<file path="src/rtl/rpti_pkg.sv">
`timescale 1ns / 1ps
// ---------------------------------------------------------------------------
// rpti_pkg: shared types and constants for the rehash probe insert unit
// Item formats, controller states, command and status groups, probe hash.
// ---------------------------------------------------------------------------
package rpti_pkg;

  // Table geometry (power of two, so the hash modulo is a mask)
  localparam int unsigned TABLE_SIZE = 1024;
  localparam int unsigned SLOT_W     = $clog2(TABLE_SIZE);

  localparam logic [31:0]       HASH_XOR       = 32'd31415927;
  localparam logic [SLOT_W-1:0] HASH_ZERO_SLOT = SLOT_W'(5);
  localparam logic [7:0]        MAX_PROBES_RST = 8'd8;

  typedef logic [SLOT_W-1:0] slot_t;

  typedef struct packed {
    logic [31:0] record_key;
    logic [31:0] record_payload;
  } in_item_t;

  typedef struct packed {
    logic        insert_status;
    logic [9:0]  final_slot;
    logic [7:0]  probes_used;
  } out_item_t;

  typedef enum logic [2:0] {
    ST_CLEAR,
    ST_IDLE,
    ST_READ,
    ST_CHECK,
    ST_FINISH
  } state_t;

  // Controller to datapath
  typedef struct packed {
    logic clear_en;
    logic load;
    logic advance;
    logic finish;
  } cmd_t;

  // Datapath to controller
  typedef struct packed {
    logic clear_last;
    logic slot_free;
    logic probe_more;
  } status_t;

  // Hash a word to a slot; a zero result is replaced so slot 0 is never used
  function automatic slot_t probe_hash(input logic [31:0] x);
    slot_t h;
    h = x[SLOT_W-1:0] ^ HASH_XOR[SLOT_W-1:0];
    if (h == '0) begin
      h = HASH_ZERO_SLOT;
    end
    return h;
  endfunction

endpackage

</file>
<file path="src/rtl/rpti_ctrl.sv">
`timescale 1ns / 1ps
// ---------------------------------------------------------------------------
// rpti_ctrl: insert sequencer
// Runs the clearing pass, then takes one record at a time through the
// read / check probe loop and hands the result to the output register.
// ---------------------------------------------------------------------------
module rpti_ctrl (
  input  logic              clk,
  input  logic              rst,
  input  logic              in_valid,
  output logic              in_stall,
  output logic              out_valid,
  input  logic              out_stall,
  input  rpti_pkg::status_t status,
  output rpti_pkg::cmd_t    cmd
);
  import rpti_pkg::*;

  state_t state;
  state_t state_next;
  logic   out_valid_next;
  logic   out_free;

  assign out_free = !out_valid || !out_stall;

  // State register and output valid flag
  always_ff @(posedge clk) begin
    if (rst) begin
      state     <= ST_CLEAR;
      out_valid <= 1'b0;
    end else begin
      state     <= state_next;
      out_valid <= out_valid_next;
    end
  end

  // Next state
  always_comb begin
    state_next = state;
    case (state)
      ST_CLEAR: begin
        if (status.clear_last) begin
          state_next = ST_IDLE;
        end
      end
      ST_IDLE: begin
        if (in_valid) begin
          state_next = ST_READ;
        end
      end
      ST_READ: begin
        state_next = ST_CHECK;
      end
      ST_CHECK: begin
        if (!status.slot_free && status.probe_more) begin
          state_next = ST_READ;
        end else begin
          state_next = ST_FINISH;
        end
      end
      ST_FINISH: begin
        if (out_free) begin
          state_next = ST_IDLE;
        end
      end
      default: begin
        state_next = ST_CLEAR;
      end
    endcase
  end

  // Commands and handshake outputs
  always_comb begin
    cmd            = '0;
    in_stall       = 1'b1;
    out_valid_next = out_valid && out_stall;
    case (state)
      ST_CLEAR: begin
        cmd.clear_en = 1'b1;
      end
      ST_IDLE: begin
        in_stall = 1'b0;
        cmd.load = in_valid;
      end
      ST_READ: begin
        cmd = '0;
      end
      ST_CHECK: begin
        cmd.advance = !status.slot_free && status.probe_more;
      end
      ST_FINISH: begin
        if (out_free) begin
          cmd.finish     = 1'b1;
          out_valid_next = 1'b1;
        end
      end
      default: begin
        cmd = '0;
      end
    endcase
  end

endmodule

</file>
<file path="config.mk">
export PLATFORM = sky130hd
export DESIGN_NAME = rpti_ctrl
export DESIGN_NICKNAME = d
export VERILOG_FILES = /design/src/rtl/rpti_pkg.sv /design/src/rtl/rpti_ctrl.sv
export SDC_FILE = /design/constraint.sdc
export NUM_CORES = 1
export LEC_CHECK = 0
export BUFFER_PORTS_ARGS = -buffer_cell sky130_fd_sc_hd__buf_2
export CAP_MARGIN = 25
export CORE_AREA = 2 2 39 41
export CTS_CLUSTER_DIAMETER = 50
export DETAILED_ROUTE_END_ITERATION = 7
export DIE_AREA = 0 0 41 43
export HOLD_SLACK_MARGIN = 0.15
export PLACE_DENSITY = 0.4
export SLEW_MARGIN = 20
export SYNTH_ARGS = -nofsm -noshare
export SYNTH_HDL_FRONTEND = slang
export SYNTH_SLANG_ARGS = --single-unit
</file>
<file path="constraint.sdc">
create_clock -name clk -period 1.2 [get_ports clk]
set_clock_uncertainty 0.2 [all_clocks]
set_input_delay 0.24 -clock clk [delete_from_list [all_inputs] [get_ports clk]]
set_output_delay 0.24 -clock clk [all_outputs]
set_load 0.05 [all_outputs]
</file>
==> impl_summary.log <==
[metrics] result of the run: finished with violations
[metrics] failing checks: negative setup slack
[metrics] metal1 wirelength: between 300 and 400 um
[metrics] topmost layer with routed signal wires: met3
[metrics] sum of net half-perimeters after detailed placement: 547.8 um
[metrics] via count of the first global-routing pass: ~350
[metrics] Final Cycle Share: 1.386
[metrics] Min Hold Slack: between 0.1 and 0.15 ns
[metrics] deepest clock path buffer count: 2
[metrics] area of the multi-input gates: 201.4 um^2
[metrics] CTS tree: built
[metrics] fraction of post-synthesis cell area in the top cell type by area: 0.3200
[metrics] largest net degree at the start of global routing: 8
[metrics] final design utilization: 0.4042
[metrics] clock transition at the register clock pins on the worst setup and hold paths after CTS: about 0.04 ns
[metrics] routed wl met2: 400 um
[metrics] Net Count, Synth: 38
[metrics] Mapped Area: approximately 250 um^2
[metrics] clock latency on the worst-skew pair: 0.23 ns
[metrics] number of design rule violations left after detail routing: 0
[metrics] floorplan row count: 14
[metrics] total via count in the routed design: 323
[metrics] ports placed on the boundary: 13
[metrics] die extent in x: 41 um
[metrics] area used by sequential logic in the layout: between 90 and 100 um^2
[metrics] TritonCTS Buffers: 3
[metrics] layout overhead on the synthesized area: 123.5%
[metrics] headroom to the max-slew limit: 0.8379
[metrics] library cell with the largest summed area after synthesis: sky130_fd_sc_hd__dfxtp_1
[metrics] DRC marker count from the first detailed-route iteration: 0
[metrics] type of origin of the critical path: flip-flop
[metrics] final critical-path required period: 1.663 ns
[metrics] filler cell count: between 100 and 150
[metrics] critical path class: flip-flop to output pin
[metrics] max-slew violation count: 0
[metrics] max-capacitance violation count: 0
[metrics] first-pass detailed-route iteration total: 1
[metrics] overall overflow remaining after global route: 0
[metrics] post-synthesis async set-or-reset flop share: 0
[metrics] initial antenna violation count: 0
[metrics] DR WL/cell: 10.36 um
[metrics] highest fanout seen on the critical path: 3
[metrics] number of levels in the clock H-tree: 1
[metrics] number of nets at the end of the flow: 67
[metrics] wire length on met3: 44 um
[metrics] count of hold-fix buffers inserted at cts: 2
[metrics] sum of negative setup slack: -2.178 ns
[metrics] count of final setup violators: 7
[metrics] Post-synth EDFFs: 0
[metrics] Via-to-Cell Ratio: about 4.4
[metrics] synth warn: 0
[metrics] count of distinct cell types in the synthesized netlist: 22
[metrics] WL final: 767 um
[metrics] overall global routing resource usage: 0.1106
[metrics] average size of a mapped cell: 8.072 um^2
[metrics] overall die area: 1763 um^2
[metrics] Slew @ Worst Pin: 0.2406 ns
[metrics] Leak: 0.2559 nW
[metrics] count of antenna-violating nets left after detailed routing: 0
[metrics] Critical Path RT: ~0.76 ns
[metrics] number of port buffers: 12
[metrics] RePlAce Congestion: between 0.7 and 0.8
[metrics] number of antenna diodes: 0
[metrics] starting utilization of the core area: 0.1808
[metrics] sequential-to-total area share from yosys stat: 0.3200
[metrics] floorplan core area: 1384 um^2
[metrics] cell at the root of the clock tree: sky130_fd_sc_hd__clkbuf_4
[metrics] fraction of final layout cells with drive strength greater than 1: 0.7069
[metrics] first-pass GRT wire length: about 1300 um
[metrics] power density normalized to cell area: 1014 nW/um^2
[metrics] setup repair after global routing missed its margin: true
[metrics] Die Ht: 43 um
[metrics] instance count of the mapped netlist: 31
[metrics] highest attainable clock frequency: about 600 MHz
[metrics] most common flop cell mapped by yosys: sky130_fd_sc_hd__dfxtp_1
[metrics] crit path DAT: 1.22 ns
[metrics] type of destination of the critical path: output pin
[metrics] number of synthesized register bits: 4
[metrics] Synth top cells by count: sky130_fd_sc_hd__a21oi_1, sky130_fd_sc_hd__dfxtp_1, sky130_fd_sc_hd__buf_6, sky130_fd_sc_hd__nand2_1, sky130_fd_sc_hd__nor2_1
[metrics] type of the tightest min-delay check: input pin to flip-flop
[metrics] worst setup margin: -0.4632 ns
[metrics] number of clock sinks: 4
[metrics] number of hold-slack violations in the final timing report: 0
[metrics] main area contributors after synthesis: sky130_fd_sc_hd__dfxtp_1, sky130_fd_sc_hd__buf_6, sky130_fd_sc_hd__a21oi_1
[metrics] IR Drop Worst-Case VDD: 0.7032 mV
[worst max-delay path, cell delays in order, from the launching register on]
cell and delay (ns):
sky130_fd_sc_hd__dfxtp_4 0.34, sky130_fd_sc_hd__or3b_4 0.41, sky130_fd_sc_hd__nor2_4 0.09, sky130_fd_sc_hd__buf_6 0.16
[per-layer routing]
metal / global-route usage / vias to the layer above
met4: 0.06000 / 0
li1: - / 167
met3: 0.02618 / 0
met2: 0.1813 / 11
met5: 0 / -
met1: 0.1226 / 145
[report_power, final]
part           internal (mW)  switching, mW
clock                  0.112         0.0542
combinational          0.115          0.133
sequential             0.142         0.0115
total                  0.368          0.199
[cell type report]
cell class | count | area share
Timing Repair Buffer | 27 | 0.3960
Tap cell | 16 | 0.03579
Clock buffer | 3 | 0.04027
Inverter | 1 | 0.006711
Multi-Input combinational cell | 23 | 0.3602
Sequential cell | 4 | 0.1611
[layout by cell type, fill, tap and decap left out, types with 2 or more instances in the layout]
| cell type | instances |
|---|---|
| sky130_fd_sc_hd__buf_4 | 12 |
| sky130_fd_sc_hd__buf_2 | 7 |
| sky130_fd_sc_hd__buf_6 | 5 |
| sky130_fd_sc_hd__clkbuf_4 | 3 |
| sky130_fd_sc_hd__nor2_1 | 2 |
| sky130_fd_sc_hd__nand2_1 | 2 |
| sky130_fd_sc_hd__a21oi_1 | 2 |
| sky130_fd_sc_hd__dlymetal6s4s_1 | 2 |
| sky130_fd_sc_hd__dfxtp_4 | 2 |
| sky130_fd_sc_hd__dfxtp_2 | 2 |
[path summary, 6_finish.rpt]
| check | to | cells past startpoint | start | slack, ns |
|---|---|---|---|---|
| max | cmd[2] | 3 | state[2] | -0.46 |
| min | state[1] | 3 | rst | 0.13 |
| max reg2reg | out_valid | 5 | state[1] | -0.08 |
| min reg2reg | out_valid | 2 | out_valid | 0.31 |
[metrics by stage]
| stage | area (um^2) | total power [mW] | cells | setup slack, ns |
|---|---|---|---|---|
| after floorplan | 294.0 | 0.3087 | 31 | -0.4462 |
| after global placement | 415.4 | 0.3642 | 66 | -0.3353 |
| after detailed placement | 415.4 | 0.3627 | 66 | -0.3294 |
| after CTS | 534.3 | 0.5699 | 73 | -0.4655 |
| after global routing | 559.3 | 0.5987 | 74 | -0.4971 |
| final | 559.3 | 0.5670 | 74 | -0.4632 |
[kinds of logic after synthesis]
group,after synthesis,share of synthesized area
compound gates,8,0.1800
flops,4,0.3200
simple gates,15,0.3751
buf+inv,4,0.1250
[registers in the layout (all words and copies together) (netlist names)]
register	cells
state	3
out_valid	1
[repair_timing]
action                     in CTS  in global routing
setup buffers                   2                  1
resized for setup              20                  5
pin swaps                       4                  3
hold endpoints to repair        3                  2
setup endpoints to repair       7                  9
Note: power is estimated with default switching activity, not from simulation.
